===== src/design/xmll_pkg.sv =====
// Shared types, codes and character helpers for the XML markup lexer.
`default_nettype none
package xmll_pkg;

  localparam int unsigned RESQ_DEPTH = 4;

  typedef enum logic [3:0] {
    MODE_IDLE  = 4'd0,
    MODE_SYM   = 4'd1,
    MODE_BANG  = 4'd2,
    MODE_DASH  = 4'd3,
    MODE_COMM  = 4'd4,
    MODE_STR   = 4'd5,
    MODE_TEXT  = 4'd6,
    MODE_ENT   = 4'd7,
    MODE_ESKIP = 4'd8
  } mode_t;

  localparam logic [4:0] TK_INVALID = 5'd0;
  localparam logic [4:0] TK_EOF     = 5'd1;
  localparam logic [4:0] TK_LT      = 5'd2;
  localparam logic [4:0] TK_GT      = 5'd3;
  localparam logic [4:0] TK_QUEST   = 5'd4;
  localparam logic [4:0] TK_SLASH   = 5'd5;
  localparam logic [4:0] TK_EQ      = 5'd6;
  localparam logic [4:0] TK_LPAR    = 5'd7;
  localparam logic [4:0] TK_RPAR    = 5'd8;
  localparam logic [4:0] TK_LBRK    = 5'd9;
  localparam logic [4:0] TK_RBRK    = 5'd10;
  localparam logic [4:0] TK_BAR     = 5'd11;
  localparam logic [4:0] TK_STAR    = 5'd12;
  localparam logic [4:0] TK_PLUS    = 5'd13;
  localparam logic [4:0] TK_COMMA   = 5'd14;
  localparam logic [4:0] TK_SEMI    = 5'd15;
  localparam logic [4:0] TK_PCT     = 5'd16;
  localparam logic [4:0] TK_HASH    = 5'd17;
  localparam logic [4:0] TK_APOS    = 5'd18;
  localparam logic [4:0] TK_EXCLAM  = 5'd19;
  localparam logic [4:0] TK_SYMBOL  = 5'd20;
  localparam logic [4:0] TK_STRING  = 5'd21;
  localparam logic [4:0] TK_COMMENT = 5'd22;
  localparam logic [4:0] TK_TEXT    = 5'd23;

  localparam logic [0:0] KIND_PAYLOAD = 1'b0;
  localparam logic [0:0] KIND_TOKEN   = 1'b1;

  localparam logic [7:0] CH_LT    = 8'h3C;
  localparam logic [7:0] CH_GT    = 8'h3E;
  localparam logic [7:0] CH_QUEST = 8'h3F;
  localparam logic [7:0] CH_SLASH = 8'h2F;
  localparam logic [7:0] CH_EQ    = 8'h3D;
  localparam logic [7:0] CH_LPAR  = 8'h28;
  localparam logic [7:0] CH_RPAR  = 8'h29;
  localparam logic [7:0] CH_LBRK  = 8'h5B;
  localparam logic [7:0] CH_RBRK  = 8'h5D;
  localparam logic [7:0] CH_BAR   = 8'h7C;
  localparam logic [7:0] CH_STAR  = 8'h2A;
  localparam logic [7:0] CH_PLUS  = 8'h2B;
  localparam logic [7:0] CH_COMMA = 8'h2C;
  localparam logic [7:0] CH_SEMI  = 8'h3B;
  localparam logic [7:0] CH_PCT   = 8'h25;
  localparam logic [7:0] CH_HASH  = 8'h23;
  localparam logic [7:0] CH_APOS  = 8'h27;
  localparam logic [7:0] CH_DQUOT = 8'h22;
  localparam logic [7:0] CH_AMP   = 8'h26;
  localparam logic [7:0] CH_EXCL  = 8'h21;
  localparam logic [7:0] CH_DASH  = 8'h2D;
  localparam logic [7:0] CH_UNDER = 8'h5F;
  localparam logic [7:0] CH_BSL   = 8'h5C;
  localparam logic [7:0] CH_SPACE = 8'h20;
  localparam logic [7:0] CH_LC_L  = 8'h6C;
  localparam logic [7:0] CH_LC_G  = 8'h67;
  localparam logic [7:0] CH_LC_A  = 8'h61;
  localparam logic [7:0] CH_LC_T  = 8'h74;
  localparam logic [7:0] CH_LC_M  = 8'h6D;
  localparam logic [7:0] CH_LC_P  = 8'h70;

  // entity match progress; ENT_FAIL means the name cannot match
  localparam logic [3:0] ENT_FAIL = 4'd8;
  localparam logic [2:0] ENT_LT   = 3'd2;
  localparam logic [2:0] ENT_GT   = 3'd4;
  localparam logic [2:0] ENT_AMP  = 3'd7;

  typedef struct packed {
    logic       kind;
    logic [4:0] ttype;
    logic [7:0] data;
    logic       last;
  } res_t;

  typedef struct packed {
    logic [1:0] cnt;
    res_t       r0;
    res_t       r1;
  } pair_t;

  typedef struct packed {
    mode_t mode;
    logic  tag;
    logic  emit;
    res_t  res;
  } idle_out_t;

  function automatic res_t tok(logic [4:0] t);
    res_t r;
    r.kind  = KIND_TOKEN;
    r.ttype = t;
    r.data  = 8'd0;
    r.last  = 1'b0;
    return r;
  endfunction

  function automatic res_t pay(logic [4:0] t, logic [7:0] c);
    res_t r;
    r.kind  = KIND_PAYLOAD;
    r.ttype = t;
    r.data  = c;
    r.last  = 1'b0;
    return r;
  endfunction

  function automatic logic is_ws(logic [7:0] c);
    return (c == CH_SPACE) || (c >= 8'd9 && c <= 8'd13);
  endfunction

  function automatic logic is_alnum(logic [7:0] c);
    return (c >= 8'h30 && c <= 8'h39) || (c >= 8'h61 && c <= 8'h7A) ||
           (c >= 8'h41 && c <= 8'h5A);
  endfunction

  function automatic logic [7:0] to_lower(logic [7:0] c);
    return (c >= 8'h41 && c <= 8'h5A) ? c + 8'd32 : c;
  endfunction

  function automatic logic is_sym_delim(logic [7:0] c);
    return c == CH_EQ || c == CH_SLASH || c == CH_GT || c == CH_QUEST ||
           c == CH_BAR || c == CH_RPAR || c == CH_APOS || c == CH_COMMA ||
           c == CH_SEMI;
  endfunction

  function automatic logic [4:0] punct_code(logic [7:0] c);
    logic [4:0] p;
    unique case (c)
      CH_LT:    p = TK_LT;
      CH_GT:    p = TK_GT;
      CH_QUEST: p = TK_QUEST;
      CH_SLASH: p = TK_SLASH;
      CH_EQ:    p = TK_EQ;
      CH_LPAR:  p = TK_LPAR;
      CH_RPAR:  p = TK_RPAR;
      CH_LBRK:  p = TK_LBRK;
      CH_RBRK:  p = TK_RBRK;
      CH_BAR:   p = TK_BAR;
      CH_STAR:  p = TK_STAR;
      CH_PLUS:  p = TK_PLUS;
      CH_COMMA: p = TK_COMMA;
      CH_SEMI:  p = TK_SEMI;
      CH_PCT:   p = TK_PCT;
      CH_HASH:  p = TK_HASH;
      CH_APOS:  p = TK_APOS;
      default:  p = TK_INVALID;
    endcase
    return p;
  endfunction

  function automatic logic [3:0] entity_next(logic [2:0] p, logic [7:0] c);
    logic [3:0] n;
    unique case (p)
      3'd0: begin
        if (c == CH_LC_L) n = 4'd1;
        else if (c == CH_LC_G) n = 4'd3;
        else if (c == CH_LC_A) n = 4'd5;
        else n = ENT_FAIL;
      end
      3'd1:    n = (c == CH_LC_T) ? 4'd2 : ENT_FAIL;
      3'd3:    n = (c == CH_LC_T) ? 4'd4 : ENT_FAIL;
      3'd5:    n = (c == CH_LC_M) ? 4'd6 : ENT_FAIL;
      3'd6:    n = (c == CH_LC_P) ? 4'd7 : ENT_FAIL;
      default: n = ENT_FAIL;
    endcase
    return n;
  endfunction

  // lex one byte from the between-tokens state; at most one result
  function automatic idle_out_t idle_step(logic [7:0] c, logic end_i, logic tag);
    idle_out_t o;
    logic [4:0] p;
    o.mode = MODE_IDLE;
    o.tag  = tag;
    o.emit = 1'b0;
    o.res  = tok(TK_EOF);
    p      = punct_code(c);
    if (end_i) begin
      o.emit = 1'b1;
    end else if (is_ws(c)) begin
      o.emit = 1'b0;
    end else if (p != TK_INVALID) begin
      if (c == CH_LT) o.tag = 1'b1;
      if (c == CH_GT) o.tag = 1'b0;
      o.emit = 1'b1;
      o.res  = tok(p);
    end else if (c == CH_DQUOT) begin
      o.mode = MODE_STR;
    end else if (tag) begin
      if (is_alnum(c)) begin
        o.mode = MODE_SYM;
        o.emit = 1'b1;
        o.res  = pay(TK_SYMBOL, to_lower(c));
      end else if (c == CH_EXCL) begin
        o.mode = MODE_BANG;
      end else begin
        o.emit = 1'b1;
        o.res  = tok(TK_INVALID);
      end
    end else if (c == CH_AMP) begin
      o.mode = MODE_ENT;
    end else begin
      o.mode = MODE_TEXT;
      o.emit = 1'b1;
      o.res  = pay(TK_TEXT, c);
    end
    return o;
  endfunction

endpackage
`default_nettype wire


===== src/design/xmll_core.sv =====
// Lexer state registers and the per-byte next-state and result logic.
`default_nettype none
module xmll_core (
  input  wire                 clk,
  input  wire                 rst_n,
  input  wire                 step_i,
  input  wire  [7:0]          char_i,
  input  wire                 end_i,
  output xmll_pkg::pair_t     res_o
);

  xmll_pkg::mode_t mode_r, mode_nxt;
  logic            tag_r, tag_nxt;
  logic [2:0]      prog_r, prog_nxt;

  xmll_pkg::idle_out_t id;
  xmll_pkg::pair_t     pr;
  logic [3:0]          np;

  always_comb begin
    mode_nxt = mode_r;
    tag_nxt  = tag_r;
    prog_nxt = prog_r;
    pr.cnt   = 2'd0;
    pr.r0    = xmll_pkg::tok(xmll_pkg::TK_INVALID);
    pr.r1    = xmll_pkg::tok(xmll_pkg::TK_EOF);
    id       = xmll_pkg::idle_step(char_i, end_i, tag_r);
    np       = xmll_pkg::entity_next(prog_r, char_i);
    unique case (mode_r)
      xmll_pkg::MODE_SYM: begin
        prog_nxt = 3'd0;
        if (end_i) begin
          pr.r0    = xmll_pkg::tok(xmll_pkg::TK_SYMBOL);
          pr.cnt   = 2'd2;
          mode_nxt = xmll_pkg::MODE_IDLE;
        end else if (xmll_pkg::is_ws(char_i)) begin
          pr.r0    = xmll_pkg::tok(xmll_pkg::TK_SYMBOL);
          pr.cnt   = 2'd1;
          mode_nxt = xmll_pkg::MODE_IDLE;
        end else if (xmll_pkg::is_sym_delim(char_i)) begin
          pr.r0    = xmll_pkg::tok(xmll_pkg::TK_SYMBOL);
          pr.r1    = id.res;
          pr.cnt   = id.emit ? 2'd2 : 2'd1;
          mode_nxt = id.mode;
          tag_nxt  = id.tag;
        end else if (xmll_pkg::is_alnum(char_i) || char_i == xmll_pkg::CH_DASH ||
                     char_i == xmll_pkg::CH_UNDER) begin
          pr.r0    = xmll_pkg::pay(xmll_pkg::TK_SYMBOL, xmll_pkg::to_lower(char_i));
          pr.cnt   = 2'd1;
        end else begin
          pr.r0    = xmll_pkg::tok(xmll_pkg::TK_INVALID);
          pr.cnt   = 2'd1;
          mode_nxt = xmll_pkg::MODE_IDLE;
        end
      end
      xmll_pkg::MODE_BANG: begin
        prog_nxt = 3'd0;
        if (!end_i && char_i == xmll_pkg::CH_DASH) begin
          mode_nxt = xmll_pkg::MODE_DASH;
        end else begin
          pr.r0    = xmll_pkg::tok(xmll_pkg::TK_EXCLAM);
          pr.r1    = id.res;
          pr.cnt   = id.emit ? 2'd2 : 2'd1;
          mode_nxt = id.mode;
          tag_nxt  = id.tag;
        end
      end
      xmll_pkg::MODE_DASH: begin
        prog_nxt = 3'd0;
        pr.r0    = xmll_pkg::tok(xmll_pkg::TK_INVALID);
        if (end_i) begin
          pr.cnt   = 2'd2;
          mode_nxt = xmll_pkg::MODE_IDLE;
        end else if (char_i == xmll_pkg::CH_DASH) begin
          mode_nxt = xmll_pkg::MODE_COMM;
        end else begin
          pr.cnt   = 2'd1;
          mode_nxt = xmll_pkg::MODE_IDLE;
        end
      end
      xmll_pkg::MODE_COMM: begin
        prog_nxt = 3'd0;
        if (end_i) begin
          pr.cnt   = 2'd2;
          mode_nxt = xmll_pkg::MODE_IDLE;
        end else if (char_i == xmll_pkg::CH_GT) begin
          pr.r0    = xmll_pkg::tok(xmll_pkg::TK_COMMENT);
          pr.cnt   = 2'd1;
          mode_nxt = xmll_pkg::MODE_IDLE;
        end else begin
          pr.r0    = xmll_pkg::pay(xmll_pkg::TK_COMMENT, char_i);
          pr.cnt   = 2'd1;
        end
      end
      xmll_pkg::MODE_STR: begin
        prog_nxt = 3'd0;
        if (end_i) begin
          pr.cnt   = 2'd2;
          mode_nxt = xmll_pkg::MODE_IDLE;
        end else if (char_i == xmll_pkg::CH_DQUOT) begin
          pr.r0    = xmll_pkg::tok(xmll_pkg::TK_STRING);
          pr.cnt   = 2'd1;
          mode_nxt = xmll_pkg::MODE_IDLE;
        end else if (char_i != xmll_pkg::CH_BSL) begin
          pr.r0    = xmll_pkg::pay(xmll_pkg::TK_STRING, char_i);
          pr.cnt   = 2'd1;
        end
      end
      xmll_pkg::MODE_TEXT: begin
        prog_nxt = 3'd0;
        if (end_i) begin
          pr.r0    = xmll_pkg::tok(xmll_pkg::TK_EOF);
          pr.cnt   = 2'd1;
          mode_nxt = xmll_pkg::MODE_IDLE;
        end else if (char_i == xmll_pkg::CH_LT) begin
          pr.r0    = xmll_pkg::tok(xmll_pkg::TK_TEXT);
          pr.r1    = id.res;
          pr.cnt   = id.emit ? 2'd2 : 2'd1;
          mode_nxt = id.mode;
          tag_nxt  = id.tag;
        end else if (char_i == xmll_pkg::CH_AMP) begin
          mode_nxt = xmll_pkg::MODE_ENT;
        end else begin
          pr.r0    = xmll_pkg::pay(xmll_pkg::TK_TEXT, char_i);
          pr.cnt   = 2'd1;
        end
      end
      xmll_pkg::MODE_ENT, xmll_pkg::MODE_ESKIP: begin
        if (end_i) begin
          pr.r0    = xmll_pkg::tok(xmll_pkg::TK_EOF);
          pr.cnt   = 2'd1;
          mode_nxt = xmll_pkg::MODE_IDLE;
          prog_nxt = 3'd0;
        end else if (char_i == xmll_pkg::CH_SEMI) begin
          if (mode_r == xmll_pkg::MODE_ENT) begin
            if (prog_r == xmll_pkg::ENT_LT) begin
              pr.r0  = xmll_pkg::pay(xmll_pkg::TK_TEXT, xmll_pkg::CH_LT);
              pr.cnt = 2'd1;
            end else if (prog_r == xmll_pkg::ENT_GT) begin
              pr.r0  = xmll_pkg::pay(xmll_pkg::TK_TEXT, xmll_pkg::CH_GT);
              pr.cnt = 2'd1;
            end else if (prog_r == xmll_pkg::ENT_AMP) begin
              pr.r0  = xmll_pkg::pay(xmll_pkg::TK_TEXT, xmll_pkg::CH_AMP);
              pr.cnt = 2'd1;
            end
          end
          mode_nxt = xmll_pkg::MODE_TEXT;
          prog_nxt = 3'd0;
        end else if (mode_r == xmll_pkg::MODE_ENT) begin
          if (np == xmll_pkg::ENT_FAIL) begin
            mode_nxt = xmll_pkg::MODE_ESKIP;
            prog_nxt = 3'd0;
          end else begin
            prog_nxt = np[2:0];
          end
        end
      end
      default: begin
        pr.r0    = id.res;
        pr.cnt   = id.emit ? 2'd1 : 2'd0;
        mode_nxt = id.mode;
        tag_nxt  = id.tag;
        prog_nxt = 3'd0;
      end
    endcase
    pr.r0.last = (pr.cnt == 2'd1);
    pr.r1.last = 1'b1;
    res_o      = pr;
  end

  always_ff @(posedge clk) begin
    if (!rst_n) begin
      mode_r <= xmll_pkg::MODE_IDLE;
      tag_r  <= 1'b0;
      prog_r <= 3'd0;
    end else if (step_i) begin
      mode_r <= mode_nxt;
      tag_r  <= tag_nxt;
      prog_r <= prog_nxt;
    end
  end

endmodule
`default_nettype wire


===== src/design/xmll_resq.sv =====
// Result queue: takes up to two results per cycle, hands out one per request.
`default_nettype none
module xmll_resq #(
  parameter int unsigned DEPTH = xmll_pkg::RESQ_DEPTH
) (
  input  wire                 clk,
  input  wire                 rst_n,
  input  wire                 push_i,
  input  wire xmll_pkg::pair_t pair_i,
  output logic                room2_o,
  output logic                out_valid_o,
  input  wire                 out_ready_i,
  output xmll_pkg::res_t      head_o
);

  localparam int unsigned AW = (DEPTH > 1) ? $clog2(DEPTH) : 1;
  localparam int unsigned CW = $clog2(DEPTH + 1);
  localparam logic [AW-1:0] LAST_IDX = AW'(DEPTH - 1);
  localparam logic [CW:0]   DEPTH_W  = (CW + 1)'(DEPTH);

  xmll_pkg::res_t mem_r [DEPTH];
  logic [AW-1:0]  wp_r, wp_nxt, rp_r, rp_nxt, wp1;
  logic [CW-1:0]  cnt_r, cnt_nxt;
  logic           pop;
  logic [1:0]     npush;

  function automatic logic [AW-1:0] inc(logic [AW-1:0] p);
    return (p == LAST_IDX) ? '0 : p + AW'(1);
  endfunction

  assign out_valid_o = (cnt_r != '0);
  assign head_o      = mem_r[rp_r];
  assign pop         = out_valid_o && out_ready_i;
  assign npush       = push_i ? pair_i.cnt : 2'd0;
  assign wp1         = inc(wp_r);
  assign room2_o     = (DEPTH_W - {1'b0, cnt_r} + (CW + 1)'(pop)) >= (CW + 1)'(2);

  always_comb begin
    rp_nxt  = pop ? inc(rp_r) : rp_r;
    wp_nxt  = wp_r;
    if (npush == 2'd1) wp_nxt = wp1;
    if (npush == 2'd2) wp_nxt = inc(wp1);
    cnt_nxt = cnt_r + CW'(npush) - CW'(pop);
  end

  always_ff @(posedge clk) begin
    if (npush != 2'd0) mem_r[wp_r] <= pair_i.r0;
    if (npush == 2'd2) mem_r[wp1] <= pair_i.r1;
  end

  always_ff @(posedge clk) begin
    if (!rst_n) begin
      wp_r  <= '0;
      rp_r  <= '0;
      cnt_r <= '0;
    end else begin
      wp_r  <= wp_nxt;
      rp_r  <= rp_nxt;
      cnt_r <= cnt_nxt;
    end
  end

endmodule
`default_nettype wire


===== src/design/xml_markup_lexer.sv =====
// Top level of the XML markup lexer: input register, lexer core, result queue.
//
//   channel | direction | fields                         | handshake
//   in_     | input     | char_byte, end_of_input        | in_valid / in_ready
//   out_    | output    | result_kind, token_type,       | out_valid / out_ready
//           |           | payload_byte, last_of_run      |
//
// One byte per cycle while the queue has room for two results: a request is
// registered, then lexed and its zero to two results written into the result
// queue at once. Results pass through the input register and the queue.
// A byte giving two results takes two output handshakes to drain.
// Reset (rst_n low, synchronous) returns the lexer to idle outside a tag and
// empties the queue. A stalled output holds the input register once the
// queue lacks room for two results; in_ready then drops.
`default_nettype none
module xml_markup_lexer #(
  parameter int unsigned RESQ_DEPTH = xmll_pkg::RESQ_DEPTH
) (
  input  wire         clk,
  input  wire         rst_n,
  input  wire         in_valid,
  output logic        in_ready,
  input  wire  [7:0]  in_char_byte,
  input  wire         in_end_of_input,
  output logic        out_valid,
  input  wire         out_ready,
  output logic        out_result_kind,
  output logic [4:0]  out_token_type,
  output logic [7:0]  out_payload_byte,
  output logic        out_last_of_run
);

  logic            s1_valid_r, s1_valid_nxt;
  logic [7:0]      s1_char_r;
  logic            s1_end_r;
  logic            room2, adv;
  xmll_pkg::pair_t pair;
  xmll_pkg::res_t  head;

  assign adv      = s1_valid_r && room2;
  assign in_ready = !s1_valid_r || adv;

  always_comb begin
    s1_valid_nxt = s1_valid_r;
    if (in_valid && in_ready) s1_valid_nxt = 1'b1;
    else if (adv) s1_valid_nxt = 1'b0;
  end

  always_ff @(posedge clk) begin
    if (!rst_n) s1_valid_r <= 1'b0;
    else s1_valid_r <= s1_valid_nxt;
  end

  always_ff @(posedge clk) begin
    if (in_valid && in_ready) begin
      s1_char_r <= in_char_byte;
      s1_end_r  <= in_end_of_input;
    end
  end

  xmll_core u_core (
    .clk    (clk),
    .rst_n  (rst_n),
    .step_i (adv),
    .char_i (s1_char_r),
    .end_i  (s1_end_r),
    .res_o  (pair)
  );

  xmll_resq #(.DEPTH(RESQ_DEPTH)) u_resq (
    .clk         (clk),
    .rst_n       (rst_n),
    .push_i      (adv),
    .pair_i      (pair),
    .room2_o     (room2),
    .out_valid_o (out_valid),
    .out_ready_i (out_ready),
    .head_o      (head)
  );

  assign out_result_kind  = head.kind;
  assign out_token_type   = head.ttype;
  assign out_payload_byte = head.data;
  assign out_last_of_run  = head.last;

endmodule
`default_nettype wire


===== config.mk =====
export PLATFORM = sky130hd
export DESIGN_NAME = xml_markup_lexer
export DESIGN_NICKNAME = d
export VERILOG_FILES = /design/src/design/xmll_pkg.sv /design/src/design/xmll_core.sv /design/src/design/xmll_resq.sv /design/src/design/xml_markup_lexer.sv
export SDC_FILE = /design/constraint.sdc
export NUM_CORES = 1
export LEC_CHECK = 0
export BUFFER_PORTS_ARGS = -buffer_cell sky130_fd_sc_hd__buf_4
export CELL_PAD_IN_SITES_DETAIL_PLACEMENT = 2
export CELL_PAD_IN_SITES_GLOBAL_PLACEMENT = 2
export CORE_MARGIN = 4
export CORE_UTILIZATION = 44
export CTS_CLUSTER_DIAMETER = 50
export DETAILED_ROUTE_END_ITERATION = 7
export PLACE_DENSITY = 0.9
export SYNTH_ARGS = -nofsm -noshare
export SYNTH_HDL_FRONTEND = slang
export SYNTH_SLANG_ARGS = --single-unit

===== constraint.sdc =====
create_clock -name clk -period 6.7 [get_ports clk]
set_input_delay 1.005 -clock clk [delete_from_list [all_inputs] [get_ports clk]]
set_output_delay 1.005 -clock clk [all_outputs]
set_load 0.05 [all_outputs]

==> metrics.txt, run 1 <==
# TYPE chip_impl_metric gauge
chip_impl_metric{name="placement.io_buffers",unit=""} 29
chip_impl_info{name="yosys.cell_count.top_type",value="edfxtp_1"} 1
chip_impl_metric{name="dp.final_hpwl",unit="um"} 17800
chip_impl_info{name="synthDominantAreaCellType",value="edfxtp_1"} 1
chip_impl_info{name="outcome",value="stopped before the end"} 1
chip_impl_metric{name="synth_area",unit="um2"} 6300
chip_impl_metric{name="yosys.cell_types.count",unit=""} 88
chip_impl_metric{name="fp-row-count",unit=""} 43
chip_impl_metric{name="post_synth_top_area_share",unit="%"} 31.0
chip_impl_metric{name="synth_area_per_cell",unit="um2"} 9.62
chip_impl_metric{name="floorplan.die.width",unit="um"} 128
chip_impl_metric{name="postSynth.asyncResetShare",unit="%"} 0
chip_impl_metric{name="io_pins",unit=""} 30
chip_impl_info{name="synthTopCellsByArea",value="edfxtp_1, dfxtp_1, mux4_2"} 1
chip_impl_info{name="synth-main-ff-cell",value="edfxtp_1"} 1
chip_impl_metric{name="globalplace.congestion",unit=""} 0.991
chip_impl_metric{name="synth-seq-cells",unit=""} 87
chip_impl_info{name="tool.error",value="[ERROR DPL-0033] detailed placement checks failed during check placement."} 1
chip_impl_metric{name="synth_warnings",unit=""} 0
chip_impl_info{name="stop_stage",value="detailed placement (3_5_place_dp)"} 1
chip_impl_metric{name="syn_nets",unit=""} 686
chip_impl_metric{name="start_util",unit="%"} 45.2
chip_impl_metric{name="number_of_enable_type_register_cells_in_the_synthesized_netlist",unit=""} 65
chip_impl_metric{name="synth-seq-area-share",unit="%"} 38.0
chip_impl_info{name="synth_commonest_cells",value="edfxtp_1, nand2_1, nor2_1, a21oi_1, o22ai_1"} 1
chip_impl_metric{name="syn-instance-count",unit=""} 655
chip_impl_metric{name="die_height",unit="um"} 128
kinds of logic after synthesis:
logic type               Yosys count  synth area share (%)
XOR/XNOR                          11                  1.53
adder cells (fa/ha/maj)           18                  3.69
buffers and inverters             86                  5.90
multiplexers                      18                  5.90
flip-flops                        87                  38.0
AND/OR/NAND/NOR                  219                  19.6
AO/OA/AOI/OAI                    216                  25.4
stage by stage:
stage,cell area [um2],cells,setup slack (ns),hold slack (ns)
after floorplan,6300,655,2.80,0.454
after global placement,6530,811,1.94,0.475
==> inputs of run 2 (changes only) <==
Settings changed: CELL_PAD_IN_SITES_DETAIL_PLACEMENT 2 to not set, CELL_PAD_IN_SITES_GLOBAL_PLACEMENT 2 to not set, CORE_UTILIZATION 44 to 35, CTS_CLUSTER_DIAMETER 50 to not set, PLACE_DENSITY 0.9 to not set, PLACE_DENSITY_LB_ADDON set to 0.15.
==> metrics.txt, run 2 <==
# TYPE chip_impl_metric gauge
chip_impl_metric{name="part_of_the_cycle_the_worst_path_needs",unit="%"} 75.8
chip_impl_metric{name="setup_viol_count_final",unit=""} 0
chip_impl_metric{name="detailedPlace.worstSlack",unit="ns"} 1.76
chip_impl_metric{name="pin_count_of_the_biggest_net_entering_global_routing",unit=""} 36
chip_impl_metric{name="globalplace.congestion",unit=""} 0.976
chip_impl_metric{name="synth_area",unit="um2"} 6300
chip_impl_metric{name="ctsLongestPathBuffers",unit=""} 2
chip_impl_metric{name="slew-limit-headroom",unit="%"} 17.3
chip_impl_metric{name="clock_tree.htree_level_count",unit=""} 3
chip_impl_metric{name="die_height",unit="um"} 142
chip_impl_metric{name="critPathMaxStageDelay",unit="ns"} 0.97
chip_impl_metric{name="cts_hold_repair.buffers",unit=""} 0
chip_impl_metric{name="syn_nets",unit=""} 686
chip_impl_info{name="worst_hold_path.endpoint",value="u_resq.rp_r[1]"} 1
chip_impl_metric{name="number_of_enable_type_register_cells_in_the_synthesized_netlist",unit=""} 65
chip_impl_metric{name="drt_iter0_drc",unit=""} 946
chip_impl_info{name="yosys.cell_count.top_type",value="edfxtp_1"} 1
chip_impl_info{name="worstHoldPathType",value="register to register"} 1
chip_impl_metric{name="required",unit="ns"} 6.67
chip_impl_info{name="startpoint_type",value="register"} 1
chip_impl_info{name="synthDominantAreaCellType",value="edfxtp_1"} 1
chip_impl_metric{name="total_leakage_power",unit="nW"} 2.18
chip_impl_metric{name="postSynth.asyncResetShare",unit="%"} 0
chip_impl_metric{name="final.setup.tns",unit="ns"} 0
chip_impl_metric{name="path_clk_slew",unit="ns"} 0.07
chip_impl_metric{name="cts_sinks",unit=""} 87
chip_impl_metric{name="timing.clock.skew",unit="ns"} 0.00786
chip_impl_metric{name="fill_cells",unit=""} 1711
chip_impl_metric{name="routed_wire_length_on_met2",unit="um"} 9580
chip_impl_metric{name="cts.repair_timing.setup_buffer_count",unit=""} 0
chip_impl_info{name="synth_commonest_cells",value="edfxtp_1, nand2_1, nor2_1, a21oi_1, o22ai_1"} 1
chip_impl_metric{name="area_delta_synth_final",unit="%"} 8.68
chip_impl_metric{name="worst_slack",unit="ns"} 1.62
chip_impl_metric{name="total_switching_power",unit="mW"} 1.05
chip_impl_info{name="largest_registers",value="u_resq.mem_r: 60 flops, s1_char_r: 8 flops, u_core.mode_r: 4 flops"} 1
chip_impl_metric{name="swShare",unit="%"} 44.2
chip_impl_metric{name="comb_power_share",unit="%"} 45.0
chip_impl_info{name="cts_tree",value="yes"} 1
chip_impl_metric{name="reg2reg_depth",unit=""} 10
chip_impl_metric{name="first_pass_grt_wire_length",unit="um"} 31500
chip_impl_metric{name="met3WireLength",unit="um"} 1440
chip_impl_metric{name="grt_util_all_layers",unit="%"} 19.9
chip_impl_metric{name="cts_repair_resize_count",unit=""} 0
chip_impl_info{name="grt_setup_unrepaired",value="false"} 1
chip_impl_metric{name="clk_latency",unit="ns"} 0.35
chip_impl_info{name="timing.critical_path.cells",value="nand2_1 -> mux2_2 -> o41ai_1 -> o21ai_1 -> and3_1 -> o32ai_2 -> or2_1 -> ha_1 -> nand2_1 -> nand2_1"} 1
chip_impl_metric{name="syn-instance-count",unit=""} 655
chip_impl_info{name="crit_type",value="register to register"} 1
chip_impl_metric{name="drtAntennaViolNets",unit=""} 0
chip_impl_metric{name="timing.critical_path.buf_inv",unit=""} 0
chip_impl_metric{name="synth_area_per_cell",unit="um2"} 9.62
chip_impl_metric{name="synth-seq-cells",unit=""} 87
chip_impl_metric{name="synth-seq-area-share",unit="%"} 38.0
chip_impl_metric{name="maxCapViolCount",unit=""} 0
chip_impl_metric{name="synth_warnings",unit=""} 0
chip_impl_metric{name="crit_fanout",unit=""} 29
chip_impl_info{name="worst_r2r_start",value="s1_char_r[0]"} 1
chip_impl_info{name="master_cell_of_the_clock_root_buffer",value="clkbuf_16"} 1
chip_impl_metric{name="largest_register_ffs",unit=""} 60
chip_impl_metric{name="seq_power_share",unit="%"} 34.0
chip_impl_metric{name="critical_path_arrival",unit="ns"} 5.05
chip_impl_metric{name="drive_above_1_share",unit="%"} 13.5
chip_impl_metric{name="max_slew.worst_pin.slew",unit="ns"} 1.23
chip_impl_metric{name="postRouteWirelength",unit="um"} 20000
chip_impl_metric{name="vdd.ir_drop.worst",unit="mV"} 0.213
chip_impl_metric{name="slew_violations",unit=""} 0
chip_impl_metric{name="p_int",unit="mW"} 1.33
chip_impl_metric{name="max_freq",unit="MHz"} 197
chip_impl_info{name="path_delay_family",value="simple AND/OR/NAND/NOR gates"} 1
chip_impl_info{name="routed.top_layer",value="met4"} 1
chip_impl_metric{name="fp.dieArea",unit="um2"} 20200
chip_impl_metric{name="drt_drc_violations_left",unit=""} 0
chip_impl_metric{name="fp-row-count",unit=""} 48
chip_impl_metric{name="post_synth_top_area_share",unit="%"} 31.0
chip_impl_metric{name="yosys.cell_types.count",unit=""} 88
chip_impl_metric{name="wire_per_inst",unit="um"} 23.1
chip_impl_info{name="timing.critical_path.to_type",value="register"} 1
chip_impl_metric{name="timing.final.hold_violations",unit=""} 0
chip_impl_metric{name="design.core.area",unit="um2"} 17500
chip_impl_metric{name="global_route.overflow_total",unit=""} 0
chip_impl_metric{name="period_minus_slack",unit="ns"} 5.08
chip_impl_metric{name="via_count",unit=""} 5651
chip_impl_metric{name="io_pins",unit=""} 30
chip_impl_info{name="layout_commonest_cell",value="edfxtp_1"} 1
chip_impl_metric{name="power_frac_clock",unit="%"} 21.0
chip_impl_metric{name="drt-met1-wl",unit="um"} 8580
chip_impl_metric{name="drt-pass1-iter-count",unit=""} 7
chip_impl_info{name="mostFrequentLayoutCells",value="edfxtp_1, nand2_1, nor2_1"} 1
chip_impl_info{name="synth-main-ff-cell",value="edfxtp_1"} 1
chip_impl_info{name="outcome",value="complete, no violations"} 1
chip_impl_info{name="critPathMostFrequentCell",value="nand2_1"} 1
chip_impl_metric{name="via_count_of_the_first_global_routing_pass",unit=""} 5384
chip_impl_metric{name="r2r_slack",unit="ns"} 1.62
chip_impl_info{name="worstReg2RegEnd",value="u_resq.mem_r[0][5]"} 1
chip_impl_metric{name="antennaDiodeCount",unit=""} 0
chip_impl_metric{name="dp.final_hpwl",unit="um"} 14900
chip_impl_metric{name="finish.net_count",unit=""} 669
chip_impl_metric{name="vias_per_inst",unit=""} 6.51
chip_impl_info{name="biggest_register",value="u_resq.mem_r"} 1
chip_impl_metric{name="grt_antenna_before_repair",unit=""} 0
chip_impl_metric{name="start_util",unit="%"} 36.0
chip_impl_metric{name="floorplan.die.width",unit="um"} 142
chip_impl_info{name="min-delay-start",value="u_resq.rp_r[1]"} 1
chip_impl_metric{name="tritoncts.num_buffers",unit=""} 9
chip_impl_info{name="critical-path-slowest-cell",value="edfxtp_1"} 1
chip_impl_metric{name="power.density",unit="nW/um2"} 348
chip_impl_metric{name="holdPathStages",unit=""} 2
chip_impl_info{name="synthTopCellsByArea",value="edfxtp_1, dfxtp_1, mux4_2"} 1
chip_impl_metric{name="placement.io_buffers",unit=""} 29
==> run 2: cell counts after synthesis <==
Identical to the previous run, type by type.
==> run 2: area by class of cell <==
cell class | instances | area [um2] | area share (%)
inverter | 25 | 93.8 | 1.37
sequential | 87 | 2390 | 34.9
clock inverter | 7 | 70.1 | 1.02
timing repair buffer | 33 | 248 | 3.62
tap | 225 | 282 | 4.11
multi-input combinational | 482 | 3540 | 51.6
clock buffer | 9 | 225 | 3.29
==> run 2: worst max-delay path by stage <==
stage	startpoint	endpoint	cells after the start
after floorplan	s1_char_r[0]	u_resq.mem_r[3][10]	14
final	s1_char_r[0]	u_resq.mem_r[0][5]	10
after global routing	s1_char_r[0]	u_resq.mem_r[0][7]	10
after global placement	s1_char_r[3]	u_resq.mem_r[3][3]	10
after detailed placement	s1_char_r[0]	u_resq.mem_r[1][6]	10
after CTS	s1_char_r[0]	u_resq.mem_r[1][1]	10
==> run 2: power groups by stage <==
stage                     clock network [mW]  logic (mW)  registers [mW]
after floorplan                            0       0.845           0.735
after global placement                     0        1.06           0.817
after detailed placement                   0        1.06           0.824
after CTS                              0.510        1.07           0.813
after global routing                   0.536        1.16           0.827
final                                  0.500        1.07           0.811
==> run 2: layer usage <==
layer,up-vias,global-route usage [%]
li1,2550,-
met1,2764,27.2
met2,294,32.2
met3,43,3.76
met4,0,6.16
met5,-,0
==> run 2: kinds of logic after synthesis <==
logic type | count (synthesis) | share of synthesized area (%)
AO/OA/AOI/OAI | 216 | 25.4
XOR/XNOR | 11 | 1.53
adder cells (fa/ha/maj) | 18 | 3.69
buffers and inverters | 86 | 5.90
flip-flops | 87 | 38.0
multiplexers | 18 | 5.90
AND/OR/NAND/NOR | 219 | 19.6
==> run 2: worst min-delay path: cells and delay by family, from the launching register on <==
family	cells	cell delay (ns)
and+or+nand+nor	1	0.05
DFF	1	0.31
AOI/OAI and AO/OA	1	0.07
==> run 2: per-stage QoR <==
stage               hold WS [ns]  total power, mW  utilization [%]  instance area, um2  cells
floorplan                  0.454             1.58                -                6300    655
global placement           0.471             1.87             37.5                6550    852
detailed placement         0.475             1.89             37.5                6550    852
CTS                        0.485             2.39             39.2                6850    868
global route               0.512             2.52             39.2                6850    868
finish                     0.483             2.38             39.2                6850    868
Power figures use the tool's default switching activity.
